**config.mk**
```make
export PLATFORM = sky130hd
export DESIGN_NAME = wcs_scale
export DESIGN_NICKNAME = d
export VERILOG_FILES = /design/src/rtl/wcs_pkg.sv /design/src/rtl/wcs_scale.sv
export SDC_FILE = /design/constraint.sdc
export NUM_CORES = 2
export LEC_CHECK = 0
export BUFFER_PORTS_ARGS = -buffer_cell sky130_fd_sc_hd__buf_2
export CORE_UTILIZATION = 45
export DETAILED_ROUTE_END_ITERATION = 16
export PLACE_DENSITY = 0.63
export RECOVER_POWER = 100
export SLEW_MARGIN = 0
export SYNTH_ARGS = -nofsm -noshare
export SYNTH_HDL_FRONTEND = slang
export SYNTH_SLANG_ARGS = --single-unit
```
**constraint.sdc**
```tcl
create_clock -name clk -period 18.3 [get_ports clk]
set_clock_uncertainty 0.15 [all_clocks]
set_input_delay 3.66 -clock clk [delete_from_list [all_inputs] [get_ports clk]]
set_output_delay 3.66 -clock clk [all_outputs]
set_load 0.01 [all_outputs]
```
**src/rtl/wcs_pkg.sv**
```systemverilog
package wcs_pkg;

	localparam int MAX_CATEGORIES = 256;
	localparam int ADDR_W         = $clog2(MAX_CATEGORIES);
	localparam int CNT_W          = $clog2(MAX_CATEGORIES + 1);

	localparam int CMD_W     = 2;
	localparam int INDEX_W   = 8;
	localparam int VAL_W     = 32;
	localparam int MODE_W    = 2;
	localparam int COUNT_W   = 9;
	localparam int CFG_IDX_W = 1;
	localparam int CFG_W     = 9;

	// Sum of all weights never overflows this width.
	localparam int SUM_W  = VAL_W + ADDR_W;
	localparam int PROD_W = 2 * VAL_W;

	localparam logic [CMD_W-1:0] CMD_LOAD_CUM = 2'd0;
	localparam logic [CMD_W-1:0] CMD_LOAD_WGT = 2'd1;
	localparam logic [CMD_W-1:0] CMD_DRAW     = 2'd2;

	localparam logic [MODE_W-1:0] MODE_FIRST   = 2'd0;
	localparam logic [MODE_W-1:0] MODE_INITIAL = 2'd1;
	localparam logic [MODE_W-1:0] MODE_TRACK   = 2'd2;

	localparam logic [CFG_IDX_W-1:0] CFG_MODE  = 1'd0;
	localparam logic [CFG_IDX_W-1:0] CFG_COUNT = 1'd1;

	typedef struct packed {
		logic              wr_en;
		logic              wr_wgt;
		logic [ADDR_W-1:0] wr_addr;
		logic [VAL_W-1:0]  wr_data;
		logic [ADDR_W-1:0] rd_addr;
	} tbl_req_t;

	typedef struct packed {
		logic [VAL_W-1:0] cum;
		logic [VAL_W-1:0] wgt;
	} tbl_rsp_t;

endpackage

```
**src/rtl/wcs_scale.sv**
```systemverilog
// sample = floor(rnd * sum / 2^32), split into a low and a high partial product.
module wcs_scale (
	input  logic                      clk,
	input  logic [wcs_pkg::VAL_W-1:0] rnd,
	input  logic [wcs_pkg::SUM_W-1:0] sum,
	output logic [wcs_pkg::SUM_W-1:0] sample
);

	logic [wcs_pkg::PROD_W-1:0] p_lo_s1;
	logic [wcs_pkg::SUM_W-1:0]  p_hi_s1;
	logic [wcs_pkg::SUM_W-1:0]  sample_s2;

	always_ff @(posedge clk) begin
		p_lo_s1   <= wcs_pkg::PROD_W'(rnd) * wcs_pkg::PROD_W'(sum[wcs_pkg::VAL_W-1:0]);
		p_hi_s1   <= wcs_pkg::SUM_W'(rnd)
			* wcs_pkg::SUM_W'(sum[wcs_pkg::SUM_W-1:wcs_pkg::VAL_W]);
		sample_s2 <= p_hi_s1
			+ wcs_pkg::SUM_W'(p_lo_s1[wcs_pkg::PROD_W-1:wcs_pkg::VAL_W]);
	end

	assign sample = sample_s2;

endmodule

```
* Word level (Yosys, flattened, before mapping) *
Index checks and enable logic that the tools add are counted.

storage, ports and cells
  output and inout bits = 40
  register bits after elaboration = 144
  bits of input ports = 73
  word-level logic and storage cells = 6

cells by class
  $add $sub $neg = 1
  $mul = 2

operator list
  kind              number
  $mul A32 B32 Y64  1
  $add A40 B32 Y40  1
  $mul A32 B8 Y40   1

* Logic depth before layout (Yosys ltp) *
  depth after elaboration = 1
  depth in mapped cells = 28
  mapped depth without buffers = 26

* Worst setup path before layout *
OpenSTA, ideal clock, no wires.

  path type = input -> register
  start point = input port rnd[29] in the netlist's numbering
  end point = register p_lo_s1[61] in the netlist's numbering
  setup slack = 7.819 ns
  path buffers = 2
  cell stages on the path = 24
  required time = 18.018 ns
  setup time = 0.132 ns
  data arrival time = 10.199 ns
  cells stage by stage = clkbuf_1 -> nand2_1 -> fa_1 -> inv_1 -> fa_1 -> inv_1 -> fa_1 -> fa_1 -> inv_1 -> fa_1 -> fa_1 -> fa_1 -> fa_1 -> ha_1 -> clkbuf_1 -> a211oi_1 -> o21ai_0 -> o32ai_1 -> o22ai_1 -> a311oi_1 -> nor3_2 -> a211oi_2 -> o21a_1 -> o311ai_1

between the ends
  word-level cells in the longest chain between the ends = 1

ends and longest elaborated chain
  what                    RTL line         RTL
  start: declaration      wcs_scale.sv:4   input logic [wcs_pkg::VAL_W-1:0] rnd,
  $mul A32 B32 Y64        wcs_scale.sv:14  p_lo_s1 <= wcs_pkg::PROD_W'(rnd) * wcs_pkg::PROD_W'(sum[wcs_pkg::VAL_W-1:0]);
  end signal: assignment  wcs_scale.sv:14
  end: declaration        wcs_scale.sv:9   logic [wcs_pkg::PROD_W-1:0] p_lo_s1;

Every way passes these cells.

* Worst setup path after layout *
  start point = input port rnd[16] in the netlist's numbering
  end point = register p_lo_s1[61] in the netlist's numbering

The elaborated chain is that of the path after synthesis.

==> results.yml <==
worst_setup_path:
  rr_worst_depth: 13
  end_kind: "register"
  r2r-start: "p_lo_s1[32]"
  cp_max_fo: 40
  arrival_ns: 13.21
  cpLargestDelayFamily: "adder cells"
  crit_path_max_incr_delay_ns: 1.82
  startpoint_type: "input port"
  cp.required_ns: 18.38
  crit_buf_inv: 5
  cp-startpoint: "rnd[16]"
  path_class: "input port to register"
  reg2reg_slack_ns: 14.78
  cpMostUsedCell: "fa_1"
  crit-reg2reg-capture: "sample[34]"
  slowest_stage: "clkbuf_1"
clock_tree:
  path_clk_slew_ns: 0.08
  clk_latency_ns: 0.37
  hold_buffers: 0
  cts_buffers: 9
  h-tree-depth: 3
  clockRootBuffer: "clkbuf_16"
  cts_sinks: 112
  cts_setup_buffers: 0
  cts_tree: "yes"
  cts_buffer_depth: 2
  cts_resized: 0
hold_path:
  hp-class: "register to register"
  hold_depth: 1
  min-delay-start: "p_hi_s1[39]"
  whs_endpoint: "sample[39]"
floorplanning:
  rows: 114
  die_w_um: 315.0
  io_pins: 113
  core_area_um2: 96850
  fp.dieH_um: 315.0
  initial_utilization_pct: 45.53
  die-area_um2: 99240
yosys:
  avgSynthCellArea_um2: 9.173
  synth_seq_cells: 112
  synth_warnings: 0
  synth_xor_area_share_pct: 2.026
  synth_compound_area_share_pct: 5.147
  synthArstFlopShare_pct: 0
  synthFlopType: "dfxtp_1"
  synth_edf_count: 0
  synthAdderAreaFrac_pct: 58.84
  syn_inst: 4807
  synth_fp_nets: 6308
  synth_top_family_by_area: "adder cells"
  synth-simple-area-share_pct: 17.91
  synth_area_um2: 44090
  yosysUniqueCellTypes: 73
  ys_seq_area_share_pct: 5.085
  synth.area.mux_share_pct: 0.04824
routing:
  drtPass1Iterations: 11
  wire_per_inst_um: 19.16
  routed_wl_um: 114500
  vias: 31200
  drt_iter0_drc: 1660
  drcViolationCount: 6
  via_per_inst: 5.218
  antenna_left: 0
grt:
  grt_pass1_wl_um: 186600
  antenna_found_initial: 3
  grt_pass1_vias: 33480
  grt_max_degree: 41
  grt_remaining_overflow: 0
  grt_usage_pct: 24.07
cells_and_area:
  mostFrequentLayoutCells: "1076 x fa_1, 1028 x inv_1, 716 x and2_1"
  area_delta_synth_final_pct: 3.558
  final_nets: 6196
  drive_above_1_share_pct: 2.553
  mostFrequentLayoutCell: "fa_1"
timing:
  hold_viol_final: 0
  tightest_slew_ns: 2.626
  setup_viol: 0
  max_freq_ghz: 0.07614
  slew_headroom_pct: -75.04
  fin_crit_ns: 13.13
  rsz0062_at_grt: "no"
  slew_viol_final: 74
  period_share_pct: 71.77
  finalSetupTns_ns: 0
run:
  maxCapViolCount: 2
place:
  hpwl_um: 90460
  gp_congestion: 0.8771
  port_buffers: 112
outcome:
  status: "finished with violations"
  violations: "DRC, capacitance limit, slew limit"
-- how the worst max path moves through the flow --
stage                              to  slack (ns)  cells past startpoint
after floorplan           p_lo_s1[61]        7.82                     24
after global placement    p_lo_s1[61]        6.28                     25
after detailed placement  p_lo_s1[61]        6.14                     21
after CTS                 p_lo_s1[61]        6.53                     21
after global routing      p_lo_s1[60]        4.83                     25
final                     p_lo_s1[61]        5.17                     25
-- layout make-up --
cell class | instances | area [um2]
tap | 1276 | 1597
multi-input combinational | 3409 | 36970
inverter | 1028 | 3859
antenna | 3 | 7.507
clock inverter | 6 | 67.56
timing repair buffer | 135 | 680.7
fill | 9364 | 51190
clock buffer | 10 | 239.0
sequential | 112 | 2242
-- metrics by stage --
stage | hold slack, ns | setup WS (ns) | cell area (um2) | util, % | instances
after floorplan | 0.2639 | 7.819 | 44090 | - | 4807
after global placement | 0.2767 | 6.282 | 45450 | 46.93 | 5960
after detailed placement | 0.2797 | 6.142 | 45450 | 46.93 | 5960
after CTS | 0.3011 | 6.527 | 45760 | 47.25 | 5976
after global routing | 0.3140 | 4.828 | 45660 | 47.14 | 5977
final | 0.2977 | 5.166 | 45660 | 47.15 | 5979
-- cells by family (layout without fill, tap and decap cells) --
kind of cell / after synthesis / after routing
muxes: 2 / 2
AOI/OAI and AO/OA: 340 / 340
buffers and inverters: 1286 / 1179
other: 0 / 3
xor gates and xnor gates: 102 / 102
adders and majority gates: 1428 / 1428
DFF: 112 / 112
and+or+nand+nor: 1537 / 1537
-- flip-flops by register name, indices dropped and copies added (netlist names) --
name / count
sample: 40
p_lo_s1: 32
p_hi_s1: 40
-- routing by layer --
layer / global-route usage (%) / vias to the layer above / share of wire, %
li1: - / 13880 / -
met1: 34.73 / 16400 / 45
met2: 39.17 / 814 / 47
met3: 2.829 / 105 / 5.6
met4: 4.590 / 2 / 1.9
met5: 0 / - / 0.013
-- worst reg2reg max path, delay by kind of cell (launching register included) --
kind | cells | cell delay [ns]
AO/OA/AOI/OAI | 7 | 2.11
adder cells (fa/ha/maj) | 2 | 0.42
flip-flops | 1 | 0.33
XOR/XNOR | 1 | 0.17
AND/OR/NAND/NOR | 2 | 0.17
buffers and inverters | 1 | 0.07
-- synth_stat cells (all sizes together), types with 4 or more instances --
| cell type | instances | share of area [%] |
|---|---|---|
| o21ai | 51 | 0.59 |
| a221oi | 4 | 0.079 |
| a31oi | 10 | 0.16 |
| xnor2 | 66 | 1.3 |
| nor3 | 19 | 0.23 |
| nor2 | 55 | 0.47 |
| fa | 1076 | 49 |
| nand2 | 627 | 5.3 |
| xor2 | 36 | 0.72 |
| nor2b | 18 | 0.26 |
| ha | 352 | 10 |
| and4 | 6 | 0.12 |
| inv | 1028 | 8.8 |
| o2111ai | 6 | 0.12 |
| o21bai | 14 | 0.25 |
| a21oi | 106 | 1.2 |
| a211oi | 13 | 0.28 |
| o211ai | 6 | 0.10 |
| a21boi | 5 | 0.085 |
| or2 | 4 | 0.057 |
| dfxtp | 112 | 5.1 |
| nand4 | 20 | 0.28 |
| a21o | 68 | 1.2 |
| and2 | 728 | 10 |
| o21a | 21 | 0.37 |
| nand2b | 6 | 0.085 |
| nand3 | 21 | 0.24 |
| clkbuf | 258 | 2.2 |
| or3 | 7 | 0.099 |
| and3 | 16 | 0.23 |
| o31ai | 5 | 0.085 |
Power is left out: the tool's default activity adds up to more than one toggle a clock period on the data nets, which glitch-free logic cannot reach.
