[src/rtl/wcs_pkg.sv]
package wcs_pkg;

	localparam int MAX_CATEGORIES = 256;
	localparam int ADDR_W         = $clog2(MAX_CATEGORIES);
	localparam int CNT_W          = $clog2(MAX_CATEGORIES + 1);

	localparam int CMD_W     = 2;
	localparam int INDEX_W   = 8;
	localparam int VAL_W     = 32;
	localparam int MODE_W    = 2;
	localparam int COUNT_W   = 9;
	localparam int CFG_IDX_W = 1;
	localparam int CFG_W     = 9;

	// Sum of all weights never overflows this width.
	localparam int SUM_W  = VAL_W + ADDR_W;
	localparam int PROD_W = 2 * VAL_W;

	localparam logic [CMD_W-1:0] CMD_LOAD_CUM = 2'd0;
	localparam logic [CMD_W-1:0] CMD_LOAD_WGT = 2'd1;
	localparam logic [CMD_W-1:0] CMD_DRAW     = 2'd2;

	localparam logic [MODE_W-1:0] MODE_FIRST   = 2'd0;
	localparam logic [MODE_W-1:0] MODE_INITIAL = 2'd1;
	localparam logic [MODE_W-1:0] MODE_TRACK   = 2'd2;

	localparam logic [CFG_IDX_W-1:0] CFG_MODE  = 1'd0;
	localparam logic [CFG_IDX_W-1:0] CFG_COUNT = 1'd1;

	typedef struct packed {
		logic              wr_en;
		logic              wr_wgt;
		logic [ADDR_W-1:0] wr_addr;
		logic [VAL_W-1:0]  wr_data;
		logic [ADDR_W-1:0] rd_addr;
	} tbl_req_t;

	typedef struct packed {
		logic [VAL_W-1:0] cum;
		logic [VAL_W-1:0] wgt;
	} tbl_rsp_t;

endpackage

[src/rtl/wcs_stream_if.sv]
interface wcs_req_if;
	logic                        valid;
	logic                        ready;
	logic [wcs_pkg::CMD_W-1:0]   cmd;
	logic [wcs_pkg::INDEX_W-1:0] entry_index;
	logic [wcs_pkg::VAL_W-1:0]   entry_value;
	logic [wcs_pkg::VAL_W-1:0]   random_value;
	logic                        weights_present;

	modport source (output valid, cmd, entry_index, entry_value, random_value,
		weights_present, input ready);
	modport sink (input valid, cmd, entry_index, entry_value, random_value,
		weights_present, output ready);
endinterface

interface wcs_rsp_if;
	logic                        valid;
	logic                        ready;
	logic [wcs_pkg::INDEX_W-1:0] chosen_index;

	modport source (output valid, chosen_index, input ready);
	modport sink (input valid, chosen_index, output ready);
endinterface

[src/rtl/wcs_ctrl.sv]
module wcs_ctrl (
	input  logic                       clk,
	input  logic                       arst_n,
	wcs_req_if.sink                    req,
	wcs_rsp_if.source                  rsp,
	input  logic [wcs_pkg::MODE_W-1:0] mode,
	input  logic [wcs_pkg::CNT_W-1:0]  eff_cnt,
	output wcs_pkg::tbl_req_t          tbl_req,
	input  wcs_pkg::tbl_rsp_t          tbl_rsp,
	output logic [wcs_pkg::VAL_W-1:0]  scale_rnd,
	output logic [wcs_pkg::SUM_W-1:0]  scale_sum,
	input  logic [wcs_pkg::SUM_W-1:0]  scale_sample
);

	localparam logic [2:0] S_IDLE = 3'd0;
	localparam logic [2:0] S_INIT = 3'd1;
	localparam logic [2:0] S_SUM  = 3'd2;
	localparam logic [2:0] S_MUL1 = 3'd3;
	localparam logic [2:0] S_MUL2 = 3'd4;
	localparam logic [2:0] S_SRCH = 3'd5;
	localparam logic [2:0] S_OUT  = 3'd6;

	logic [2:0]                   state_q;
	logic [wcs_pkg::CNT_W-1:0]    rd_ptr_q;
	logic                         rd_vld_s1;
	logic [wcs_pkg::ADDR_W-1:0]   rd_idx_s1;
	logic [wcs_pkg::VAL_W-1:0]    rnd_q;
	logic [wcs_pkg::SUM_W-1:0]    sum_q;
	logic [wcs_pkg::SUM_W-1:0]    run_q;
	logic [wcs_pkg::ADDR_W-1:0]   res_q;
	logic                         out_vld_q;
	logic [wcs_pkg::INDEX_W-1:0]  out_idx_q;

	logic                         accept;
	logic                         walking;
	logic [wcs_pkg::CNT_W-1:0]    limit;
	logic [wcs_pkg::SUM_W-1:0]    run_nxt;
	logic                         init_hit;
	logic                         srch_hit;
	logic                         issue;
	logic                         walk_done;
	logic                         out_free;

	assign accept   = req.valid && (state_q == S_IDLE);
	assign walking  = (state_q == S_INIT) || (state_q == S_SUM) || (state_q == S_SRCH);
	assign limit    = (state_q == S_INIT) ? eff_cnt - 1'b1 : eff_cnt;
	assign run_nxt  = run_q + wcs_pkg::SUM_W'(tbl_rsp.wgt);
	assign init_hit = (state_q == S_INIT) && rd_vld_s1 && (tbl_rsp.cum > rnd_q);
	assign srch_hit = (state_q == S_SRCH) && rd_vld_s1 && (scale_sample < run_nxt);
	assign issue    = walking && (rd_ptr_q < limit) && !init_hit && !srch_hit;
	assign walk_done = walking && !(rd_ptr_q < limit) && !rd_vld_s1;
	assign out_free = !out_vld_q || rsp.ready;

	// Loads go straight to the tables on acceptance.
	assign tbl_req.wr_en = accept
		&& ((req.cmd == wcs_pkg::CMD_LOAD_CUM) || (req.cmd == wcs_pkg::CMD_LOAD_WGT))
		&& (wcs_pkg::CNT_W'(req.entry_index) < wcs_pkg::CNT_W'(wcs_pkg::MAX_CATEGORIES));
	assign tbl_req.wr_wgt  = (req.cmd == wcs_pkg::CMD_LOAD_WGT);
	assign tbl_req.wr_addr = wcs_pkg::ADDR_W'(req.entry_index);
	assign tbl_req.wr_data = req.entry_value;
	assign tbl_req.rd_addr = rd_ptr_q[wcs_pkg::ADDR_W-1:0];

	assign scale_rnd = rnd_q;
	assign scale_sum = sum_q;

	assign req.ready        = (state_q == S_IDLE);
	assign rsp.valid        = out_vld_q;
	assign rsp.chosen_index = out_idx_q;

	always_ff @(posedge clk or negedge arst_n) begin
		if (!arst_n) begin
			state_q   <= S_IDLE;
			rd_ptr_q  <= '0;
			rd_vld_s1 <= 1'b0;
			out_vld_q <= 1'b0;
		end else begin
			rd_vld_s1 <= issue;
			if (issue) begin
				rd_ptr_q <= rd_ptr_q + 1'b1;
			end
			if (out_vld_q && rsp.ready) begin
				out_vld_q <= 1'b0;
			end
			case (state_q)
				S_IDLE: begin
					if (accept && (req.cmd == wcs_pkg::CMD_DRAW)) begin
						rd_ptr_q <= '0;
						if ((mode == wcs_pkg::MODE_INITIAL)
							|| ((mode == wcs_pkg::MODE_TRACK) && !req.weights_present)) begin
							state_q <= S_INIT;
						end else if (mode == wcs_pkg::MODE_TRACK) begin
							state_q <= S_SUM;
						end else begin
							state_q <= S_OUT;
						end
					end
				end
				S_INIT: begin
					if (init_hit || walk_done) begin
						state_q <= S_OUT;
					end
				end
				S_SUM: begin
					if (walk_done) begin
						rd_ptr_q <= '0;
						state_q  <= S_MUL1;
					end
				end
				S_MUL1: begin
					state_q <= S_MUL2;
				end
				S_MUL2: begin
					state_q <= S_SRCH;
				end
				S_SRCH: begin
					if (srch_hit || walk_done) begin
						state_q <= S_OUT;
					end
				end
				S_OUT: begin
					if (out_free) begin
						out_vld_q <= 1'b1;
						state_q   <= S_IDLE;
					end
				end
				default: begin
					state_q <= S_IDLE;
				end
			endcase
		end
	end

	always_ff @(posedge clk) begin
		rd_idx_s1 <= rd_ptr_q[wcs_pkg::ADDR_W-1:0];
		case (state_q)
			S_IDLE: begin
				rnd_q <= req.random_value;
				sum_q <= '0;
				res_q <= '0;
			end
			S_INIT: begin
				if (init_hit) begin
					res_q <= rd_idx_s1;
				end else begin
					res_q <= wcs_pkg::ADDR_W'(eff_cnt - 1'b1);
				end
			end
			S_SUM: begin
				if (rd_vld_s1) begin
					sum_q <= sum_q + wcs_pkg::SUM_W'(tbl_rsp.wgt);
				end
				run_q <= '0;
			end
			S_SRCH: begin
				if (rd_vld_s1) begin
					run_q <= run_nxt;
				end
				if (srch_hit) begin
					res_q <= rd_idx_s1;
				end else begin
					res_q <= '0;
				end
			end
			S_OUT: begin
				if (out_free) begin
					out_idx_q <= wcs_pkg::INDEX_W'(res_q);
				end
			end
			default: begin
				res_q <= res_q;
			end
		endcase
	end

endmodule

[src/flat_wrapper.sv]
// flat-port wrapper written by rule: the top's interface ports become plain ports
module wcs_ctrl_flat 
  (clk, arst_n, mode, eff_cnt, tbl_req, tbl_rsp, scale_rnd, scale_sum, scale_sample, req_valid, req_cmd, req_entry_index, req_entry_value, req_random_value, req_weights_present, req_ready, rsp_valid, rsp_chosen_index, rsp_ready);
  wcs_req_if req_i ();
  wcs_rsp_if rsp_i ();
  input  logic clk;
  input  logic arst_n;
  input  logic [wcs_pkg::MODE_W-1:0] mode;
  input  logic [wcs_pkg::CNT_W-1:0] eff_cnt;
  output wcs_pkg::tbl_req_t tbl_req;
  input  wcs_pkg::tbl_rsp_t tbl_rsp;
  output logic [wcs_pkg::VAL_W-1:0] scale_rnd;
  output logic [wcs_pkg::SUM_W-1:0] scale_sum;
  input  logic [wcs_pkg::SUM_W-1:0] scale_sample;
  input wire logic [$bits(req_i.valid)-1:0] req_valid;
  input wire logic [$bits(req_i.cmd)-1:0] req_cmd;
  input wire logic [$bits(req_i.entry_index)-1:0] req_entry_index;
  input wire logic [$bits(req_i.entry_value)-1:0] req_entry_value;
  input wire logic [$bits(req_i.random_value)-1:0] req_random_value;
  input wire logic [$bits(req_i.weights_present)-1:0] req_weights_present;
  output wire logic [$bits(req_i.ready)-1:0] req_ready;
  output wire logic [$bits(rsp_i.valid)-1:0] rsp_valid;
  output wire logic [$bits(rsp_i.chosen_index)-1:0] rsp_chosen_index;
  input wire logic [$bits(rsp_i.ready)-1:0] rsp_ready;
  assign req_i.valid = req_valid;
  assign req_i.cmd = req_cmd;
  assign req_i.entry_index = req_entry_index;
  assign req_i.entry_value = req_entry_value;
  assign req_i.random_value = req_random_value;
  assign req_i.weights_present = req_weights_present;
  assign req_ready = req_i.ready;
  assign rsp_valid = rsp_i.valid;
  assign rsp_chosen_index = rsp_i.chosen_index;
  assign rsp_i.ready = rsp_ready;
  wcs_ctrl u_core (.clk(clk), .arst_n(arst_n), .req(req_i), .rsp(rsp_i), .mode(mode), .eff_cnt(eff_cnt), .tbl_req(tbl_req), .tbl_rsp(tbl_rsp), .scale_rnd(scale_rnd), .scale_sum(scale_sum), .scale_sample(scale_sample));
endmodule
[config.mk]
export PLATFORM = sky130hd
export DESIGN_NAME = wcs_ctrl_flat
export DESIGN_NICKNAME = d
export VERILOG_FILES = /design/src/rtl/wcs_pkg.sv /design/src/rtl/wcs_stream_if.sv /design/src/rtl/wcs_ctrl.sv /design/src/flat_wrapper.sv
export SDC_FILE = /design/constraint.sdc
export NUM_CORES = 1
export LEC_CHECK = 0
export ABC_AREA = 1
export BUFFER_PORTS_ARGS = -buffer_cell sky130_fd_sc_hd__buf_4
export CAP_MARGIN = 20
export CORE_ASPECT_RATIO = 0.5
export CORE_UTILIZATION = 30
export CTS_CLUSTER_SIZE = 10
export DETAILED_ROUTE_END_ITERATION = 8
export PLACE_DENSITY = 0.51
export SYNTH_ARGS = -nofsm -noshare
export SYNTH_HDL_FRONTEND = slang
export SYNTH_SLANG_ARGS = --single-unit
[constraint.sdc]
create_clock -name clk -period 4.71 [get_ports clk]
set_input_delay 0 -clock clk [delete_from_list [all_inputs] [get_ports clk]]
set_output_delay 0 -clock clk [all_outputs]
set_load 0.005 [all_outputs]
Word-level counts from Yosys, hierarchy flattened. Index checks and enable logic that the tools add are counted.

Bits in registers: 150. Output and inout port bits: 132. Bits in latches: 0. Bits in writable memories: 0. Logic and storage cells: 93. Memories: 0. Memory bits (read-only): 0.

Add/sub/neg operators: 4. Shift-type cells: 0. Bitwise logic cells: 0. Mux-type cells: 23. Order comparisons: 3. Div/mod/pow operators: 0. Multiply operators: 0. Reductions and logical operators: 36. Equality and inequality tests: 17.

Operators by type and width (count): case mux 40 bit (2 select lines) (2); adder 40 x 32 -> 40 bit (2); two-way mux 40 bit (2); less-than comparator 40 bit (1); two-way mux 9 bit (4); > comparator 32 bit (1); case mux 8 bit (3 select lines) (1); two-way mux 3 bit (7); case mux 3 bit (7 select lines) (1); case mux 9 bit (2 select lines) (1); two-way mux 8 bit (2); logical AND 1 bit (14); inequality test 2 x 1 -> 1 bit, second input constant (5); adder 9 x 1 -> 9 bit, second input constant (1); == test 3 bit, second input constant (3); less-than comparator 9 bit (1); subtractor 9 x 1 -> 9 bit, second input constant (1); logical OR 1 bit (7); == test 3 x 2 -> 1 bit, second input constant (2); zero test 1 bit (6); AND reduction 2 bit (3); AND reduction 5 bit (1); == test 2 x 1 -> 1 bit, second input constant (2); == test 2 bit, second input constant (2); other kinds (7) (11).

Depth between registers and ports, before layout. Gate-level depths: netlist of the first run.

Depth after elaboration: 9. Mapped depth: 29.

Worst setup path before layout of the first run. Ideal clock, no wire load.

Kind: reg-to-reg. Start: register u_core.state_q[1]. End: register u_core.run_q[0] in the netlist's numbering, enable pin. Slack: 0.697 ns. Required time: 4.217 ns. Arrival time: 3.520 ns. Setup time: 0.493 ns. Cell stages (with the launch flop): 4. Cells stage by stage: dfrtp_1 > inv_4 > nand3_2 > o21ai_0.

Cells in the longest elaborated chain, start to end: 3. Elaborated cells between the ends (all ways): 5. Classes of those cells: 3 x eq/ne; 2 x reduce/logical.

Ends and longest elaborated chain: from (decl) (line wcs_ctrl.sv:23) `logic [2:0] state_q;`; from (signal assigned) (line wcs_ctrl.sv:72) `state_q <= S_IDLE;`; from (signal assigned) (line wcs_ctrl.sv:90) `state_q <= S_INIT;`; from (signal assigned) (line wcs_ctrl.sv:92) `state_q <= S_SUM;`; == test 3 bit or == test 3 x 2 -> 1 bit (tied branches) (line wcs_ctrl.sv:135) `case (state_q)`; inequality test 2 x 1 -> 1 bit (no source line) or nonzero test 2 bit (tied branches); AND reduction 2 bit (no source line) (*); to (signal assigned) (line wcs_ctrl.sv:156) `run_q <= run_nxt;`; to (decl) (line wcs_ctrl.sv:29) `logic [wcs_pkg::SUM_W-1:0] run_q;`.

Every way passes the cells marked *; elsewhere a longest branch is shown, timed or not. A chain may end at the register's enable or synchronous reset.

Final worst setup path of the first run.
Start: register u_core.run_q[0] in the netlist's numbering. End: register u_core.rd_ptr_q[7] in the netlist's numbering.

Cells in the longest elaborated chain, start to end: 8. Elaborated cells between the ends (all ways): 9. Classes of those cells: 1 x add/sub; 1 x order compare; 4 x mux; 3 x reduce/logical.

Ends and longest elaborated chain: adder 40 x 32 -> 40 bit (*) (line wcs_ctrl.sv:47) `assign run_nxt = run_q + wcs_pkg::SUM_W'(tbl_rsp.wgt);`; less-than comparator 40 bit (*) (line wcs_ctrl.sv:49) `assign srch_hit = (state_q == S_SRCH) && rd_vld_s1 && (scale_sample < run_nxt);`; logical AND 1 bit (*) (line wcs_ctrl.sv:49); zero test 1 bit (*) (line wcs_ctrl.sv:50) `assign issue = walking && (rd_ptr_q < limit) && !init_hit && !srch_hit;`; logical AND 1 bit (*) (line wcs_ctrl.sv:50); via u_core.issue (line wcs_ctrl.sv:40) `logic issue;`; two-way mux 9 bit (*) (line wcs_ctrl.sv:78) `if (issue) begin`; two-way mux 9 bit, on equally long branches (line wcs_ctrl.sv:104, wcs_ctrl.sv:86); case mux 9 bit (2 select lines) (*) (line wcs_ctrl.sv:84) `case (state_q)`; to (signal assigned) (line wcs_ctrl.sv:79) `rd_ptr_q <= rd_ptr_q + 1'b1;`; to (decl) (line wcs_ctrl.sv:24) `logic [wcs_pkg::CNT_W-1:0] rd_ptr_q;`.

Mark *: on every way through the listed nets, which the timed path passes. The rest lies on a longest branch.

==> results.cfg, run 1 <==
[clock_tree]
clkLatencyLatePin_ns = 0.45
postCtsSetupBuffers = 0
cts_root_buf = clkbuf_16
cts_inserted_buffers = 17
hold_buffers = 36
cts.clk_slew.worst_paths_ns = 0.07
ctsHtreeMaxLevel = 4
clock-sinks = 150
cts_resized = 0
cts_tree = built
ctsLongestPathBuffers = 2

[global_routing]
antenna_found_initial = 1
grt_first_pass_wirelength_um = 60100
track_usage_pct = 18.1
grt_max_degree = 42
grt_pass1_vias = 11102
gr-total-overflow = 0

[yosys]
netlist_area_um2 = 12500
ys.flop_type = edfxtp_1
synth_nets = 1989
netlist_instances = 1648
yosys.cell_types.count = 52
yosysSeqAreaShare_pct = 34.8
async_reset_ff_share_pct = 9.33
post-synth-top-area-cell = edfxtp_1
synth-edff-count = 128
yosys-top-cells-area = edfxtp_1, ha_1, nand2_1, nor2_1, a21oi_1
avgSynthCellArea_um2 = 7.59
yosysTopAreaCellShare_pct = 30.7
ys.warnings.count = 0
synth-seq-cells = 150

[cells_and_area]
syn_to_final_growth_pct = 25.3
num_antenna_cells = 0
nFillCells = 4297
multiInputGateArea_um2 = 6940
layout.nets = 2236
drive_above_1_share_pct = 16.0
seq_area_um2 = 4350
finalNonFillerCells = 2448
final_core_util_pct = 38.4

[worst_setup_path]
cp.arrival_ns = 4.47
r2r_slack_ns = 0.57
crit_end = u_core.rd_ptr_q[7]$_DFF_PN0_
rr_startpoint = u_core.run_q[0]$_SDFFCE_PP0P_
cp-start-kind = flip-flop
critPathCaptureType = flip-flop
reg2reg_depth = 23
worst-setup-path-type = flip-flop to flip-flop
critPathRequiredTime_ns = 5.04
startpoint = u_core.run_q[0]$_SDFFCE_PP0P_
cp_max_fo = 11
timing.rr.end = u_core.rd_ptr_q[7]$_DFF_PN0_

[routing]
ant_nets = 0
drtIter0Drc = 548
vias = 11347
drc_errors = 0
wire_per_inst_um = 15.7
via_per_inst = 4.64
routed_wl_um = 38400
firstDrtPassIters = 7

[timing]
rsz0062_at_grt = no
worst_slew_pin_slew_ns = 0.770
period_needed_ns = 4.14
relSlewSlack_pct = 48.7
period_share_pct = 87.8
hold_viol_final = 0
tns_ns = 0
skew_ns = 0.0152
slew_viol_final = 0
clock.fmax_mhz = 242
setup_viol = 0

[place]
port_buffers = 245
place_congestion = 0.922
place_inst = 2380
dp_hpwl_um = 31900

[die]
initial_utilization_pct = 30.7
design.die.area_um2 = 42600
ios = 326
die_w_um = 291
fp-row-count = 52
coreArea_um2 = 40800
die_h_um = 146

[power_and_ir_drop]
leakagePower_nw = 7.38
ir_drop_mv = 0.279
power_density_nw_per_um2 = 568

[job]
max-cap-violations = 0

[outcome]
status = completed

[worst_hold_path]
min_path_type = primary input to output pin
hold_path_depth = 0
[Yosys cell counts, types with 2 or more instances]
master      n
nand2_1   351
nor2_1    233
inv_1     216
a21oi_1   164
ha_1      145
edfxtp_1  128
o21ai_0    88
nand3_1    61
buf_4      49
xor2_1     26
nand4_1    19
xnor2_1    18
nor3_1     15
dfrtp_1    14
a21o_1     10
o21bai_1   10
dfxtp_1     8
o21a_1      8
o21ai_1     8
and3_1      7
a31oi_1     6
clkbuf_1    6
a22o_1      5
nand3_2     4
nand3b_1    4
a21boi_0    3
and2_1      3
inv_2       3
nor2_4      3
buf_1       2
fa_1        2
inv_4       2
nand2_2     2
nor2_2      2
nor4_1      2
o211ai_1    2
o22ai_1     2
o31ai_1     2
or2_2       2
[stage by stage]
stage | power, mW | instance area, µm² | setup WS (ns) | hold WS, ns
3_5_place_dp | 7.42 | 14700 | 0.615 | -0.129
2_1_floorplan | 5.73 | 12500 | 0.697 | -0.296
4_1_cts | 9.02 | 15700 | 0.585 | 0.0000346
6_report | 8.91 | 15700 | 0.573 | 0.00000197
3_3_place_gp | 7.39 | 14700 | 0.626 | -0.131
5_1_grt | 9.71 | 15700 | 0.183 | 0.00000827
[per-layer routing]
metal | vias to the layer above | track usage [%] | wire length (µm)
li1 | 5960 | - | -
met1 | 5175 | 22.9 | 17500
met5 | - | 0 | 0
met3 | 33 | 2.63 | 1130
met2 | 179 | 32.4 | 19200
met4 | 0 | 4.42 | 505
[flip-flops by register name (all words and copies together) (netlist names)]
register,flops
u_core.run_q,40
u_core.scale_rnd,32
u_core.rd_vld_s1,1
u_core.rsp.valid,1
u_core.rd_ptr_q,9
u_core.state_q,3
u_core.res_q,8
u_core.rsp.chosen_index,8
u_core.scale_sum,40
u_core.rd_idx_s1,8
[power breakdown]
group	switching (mW)	internal, mW	total (mW)
combinational	3.07	1.81	4.88
sequential	0.353	2.15	2.50
clock	0.630	0.897	1.53
[cell usage in the layout, fill, tap and decap left out, types with 5 or more instances in the layout]
| master | instances |
|---|---|
| ha_1 | 145 |
| buf_4 | 251 |
| nand3_1 | 61 |
| dfxtp_1 | 8 |
| o21ai_0 | 87 |
| nand4_1 | 19 |
| nand2_1 | 351 |
| o21bai_1 | 10 |
| and3_1 | 7 |
| o21ai_1 | 8 |
| a22o_1 | 5 |
| a21o_1 | 10 |
| a31oi_1 | 6 |
| nor3_1 | 15 |
| xor2_1 | 26 |
| xnor2_1 | 18 |
| dfrtp_1 | 14 |
| dlygate4sd3_1 | 36 |
| clkbuf_16 | 17 |
| o21a_1 | 8 |
| a21oi_1 | 163 |
| edfxtp_1 | 128 |
| nor2_1 | 232 |
| inv_1 | 216 |
[critical path, stage by stage (launching register included)]
cell	delay, ns
edfxtp_1	0.37
ha_1	0.24
fa_1	0.49
nand3_1	0.12
nand2_1	0.09
nand2_1	0.07
nand2_1	0.11
a21oi_1	0.41
o21ai_0	0.25
xor2_1	0.22
ha_1	0.30
nand2_1	0.05
nor2_1	0.11
nand2_1	0.08
nor2_1	0.12
nand2_1	0.07
nor2_1	0.08
nand2_1	0.08
nand3_2	0.16
nand3_2	0.24
inv_2	0.19
nand2_1	0.06
nand2_1	0.06
nor2_1	0.04
[logic make-up (layout without fill, tap and decap cells)]
kind of cell / after synthesis / in the layout / share of synthesized area (%)
buffers and inverters: 281 / 541 / 10.0
DFF: 150 / 150 / 34.8
xor gates and xnor gates: 44 / 44 / 3.08
and+or+nand+nor: 713 / 713 / 23.7
AOI/OAI and AO/OA: 313 / 313 / 13.6
adders and majority gates: 147 / 147 / 14.8
[final cells by class]
class                      count  share of cell area [%]
clock buffer                  19                    2.76
clock inverter                13                    1.25
inverter                     222                    5.35
multi-input combinational   1217                    44.2
sequential                   150                    27.8
tap                          540                    4.31
timing repair buffer         287                    14.3
[worst min-delay path by stage]
stage	startpoint	end	slack, ns
2_1_floorplan	arst_n	u_core.rd_ptr_q[0]$_DFF_PN0_	-0.30
3_3_place_gp	arst_n	u_core.rd_ptr_q[8]$_DFF_PN0_	-0.13
3_5_place_dp	arst_n	u_core.rd_ptr_q[8]$_DFF_PN0_	-0.13
4_1_cts	req_entry_value[4]	tbl_req[12]	0.00003
5_1_grt	req_entry_value[12]	tbl_req[20]	0.000008
6_report	req_entry_value[29]	tbl_req[37]	0.000002
Power figures use the tool's default switching activity.
==> run 2, diff against run 1 <==
--- a/config.mk
+++ b/config.mk
@@ -9,10 +9,10 @@
 export BUFFER_PORTS_ARGS = -buffer_cell sky130_fd_sc_hd__buf_4
 export CAP_MARGIN = 20
 export CORE_ASPECT_RATIO = 0.5
-export CORE_UTILIZATION = 30
+export CORE_UTILIZATION = 55
 export CTS_CLUSTER_SIZE = 10
 export DETAILED_ROUTE_END_ITERATION = 8
-export PLACE_DENSITY = 0.51
+export PLACE_DENSITY = 0.84
 export SYNTH_ARGS = -nofsm -noshare
 export SYNTH_HDL_FRONTEND = slang
 export SYNTH_SLANG_ARGS = --single-unit
==> run 2 against run 1 <==
First-iteration DRC count is 41% higher. Wire length down 5.3%. Global-route usage grew 13 points. Design area shrank 2.2%. Count of clock-buffer cells in the layout grew 1. Clock power decreased by 12%. Register-to-register slack improved by 0.15 ns. Critical path depth unchanged. Non-clock buffer count stayed put. Sequential power barely moved. Sequential share of layout area is 0.63 points higher. Core utilization rose by 31 points. Largest power group unchanged.
==> results.cfg, run 2 (same netlist as run 1, synthesis figures left out) <==
[cells_and_area]
layout.nets = 2236
num_antenna_cells = 0
final_cell_mix = nand2_1, buf_4, nor2_1
nFillCells = 1849
final_common_cell = nand2_1
finalNonFillerCells = 2208
drive_above_1_share_pct = 16.0
syn_to_final_growth_pct = 22.5

[die]
ios = 326
coreArea_um2 = 22000
design.die.area_um2 = 23400
die_h_um = 109
die_w_um = 215
fp-row-count = 38
initial_utilization_pct = 57.0

[worst_setup_path]
r2r_slack_ns = 0.72
rr_startpoint = u_core.run_q[0]$_SDFFCE_PP0P_
path_cells = ha_1, fa_1, nand3_1, nand2_1, nand2_1, nand2_1, a21oi_1, o21ai_0, xor2_1, ha_1, nand2_1, nor2_1, nand2_1, nor2_1, nand2_1, nor2_1, nand2_1, nand3_2, nand3_2, inv_2, nand2_1, nand2_1, nor2_1
critPathRequiredTime_ns = 5.05
slowest_delay_ns = 0.47
path_buf_inv = 1
slowest_stage = fa_1
cp.arrival_ns = 4.33
reg2reg_depth = 23
cp-start-kind = flip-flop
cp_max_fo = 11
timing.rr.end = u_core.rd_ptr_q[7]$_DFF_PN0_
crit_top_cell = nand2_1
critPathCaptureType = flip-flop
path_delay_family = simple AND/OR/NAND/NOR gates
worst-setup-path-type = flip-flop to flip-flop

[timing]
worst_slew_pin_slew_ns = 1.02
clock.fmax_mhz = 251
rsz0062_at_grt = no
skew_ns = 0.00856
period_share_pct = 84.7
period_needed_ns = 3.99
slew_viol_final = 0
setup_viol = 0
tns_ns = 0
relSlewSlack_pct = 32.1
hold_viol_final = 0

[clock_tree]
cts_inserted_buffers = 17
ctsHtreeMaxLevel = 4
cts_root_buf = clkbuf_16
cts_resized = 0
clkLatencyLatePin_ns = 0.45
clock-sinks = 150
cts_tree = built
ctsLongestPathBuffers = 2
cts.clk_slew.worst_paths_ns = 0.06

[job]
max-cap-violations = 0

[global_routing]
grt_use_met2_pct = 54.9
globalRouteMet3Util_pct = 5.47
grt_pass1_vias = 11365
grt_first_pass_wirelength_um = 56500
antenna_found_initial = 0
track_usage_pct = 31.3
gr-total-overflow = 0
grt_busiest_layer = met2
grt_max_degree = 44
met1_usage_pct = 39.2

[power_and_ir_drop]
leakagePower_nw = 7.36
fin_total_pwr_mw = 8.76
ir_drop_mv = 0.309
power_density_nw_per_um2 = 571

[routing]
wire_per_inst_um = 16.5
drtIter0Drc = 772
firstDrtPassIters = 5
via_per_inst = 5.38
vias = 11890
drc_errors = 0
ant_nets = 0
routed_wl_um = 36400

[worst_hold_path]
hold_path_depth = 0
hp-start = req_entry_value[28]
min_path_type = primary input to output pin
holdPathEnd = tbl_req[36]

[place]
port_buffers = 245
dp_hpwl_um = 29200
place_inst = 2139
place_congestion = 0.972

[outcome]
status = completed
==> run 2: area by class of cell <==
class	count	area (µm²)	area share (%)
Sequential cell	150	4350	28.4
Inverter	222	838	5.47
Multi-Input combinational cell	1217	6940	45.3
Tap cell	300	375	2.45
Clock inverter	12	119	0.776
Timing Repair Buffer	287	2250	14.7
Clock buffer	20	457	2.98
==> run 2: worst max path at each step <==
stage / from / endpoint / slack [ns] / cells after the start
2_1_floorplan: u_core.state_q[1]$_DFFE_PN0P_ / u_core.run_q[0]$_SDFFCE_PP0P_ / 0.70 / 3
3_3_place_gp: u_core.run_q[0]$_SDFFCE_PP0P_ / u_core.rd_ptr_q[7]$_DFF_PN0_ / 0.85 / 23
3_5_place_dp: u_core.run_q[0]$_SDFFCE_PP0P_ / u_core.res_q[2]$_DFFE_PP_ / 0.78 / 20
4_1_cts: u_core.run_q[0]$_SDFFCE_PP0P_ / u_core.rd_ptr_q[7]$_DFF_PN0_ / 0.75 / 23
5_1_grt: u_core.run_q[19]$_SDFFCE_PP0P_ / u_core.rd_ptr_q[7]$_DFF_PN0_ / 0.29 / 26
6_report: u_core.run_q[0]$_SDFFCE_PP0P_ / u_core.rd_ptr_q[7]$_DFF_PN0_ / 0.72 / 23
==> run 2: where the power goes <==
part	internal (mW)	switching [mW]	leakage, nW
registers	2.16	0.369	1.47
clock network	0.761	0.581	0.276
logic	1.82	3.07	5.61
total	4.74	4.02	7.36
==> run 2: through the flow <==
stage                     worst slack [ns]  utilization (%)  hold slack, ns  area, µm²
after floorplan                      0.697                -          -0.296      12500
final                                0.721             69.8      0.00000198      15300
after global placement               0.846             65.5          -0.137      14400
after global routing                 0.292             69.8      0.00000797      15300
after CTS                            0.747             69.8       0.0000346      15300
after detailed placement             0.782             65.5          -0.136      14400
==> run 2: what timing repair did <==
item                                    CTS  global route
hold endpoints to repair                 49             0
endpoints found under the setup margin    0             0
buffers inserted                          0             0
hold buffers                             37             0
==> run 2: layer usage <==
| metal | vias up | wire, µm |
|---|---|---|
| li1 | 5969 | - |
| met1 | 5395 | 15000 |
| met3 | 92 | 2880 |
| met4 | 0 | 1130 |
| met2 | 434 | 17300 |
| met5 | - | 0 |
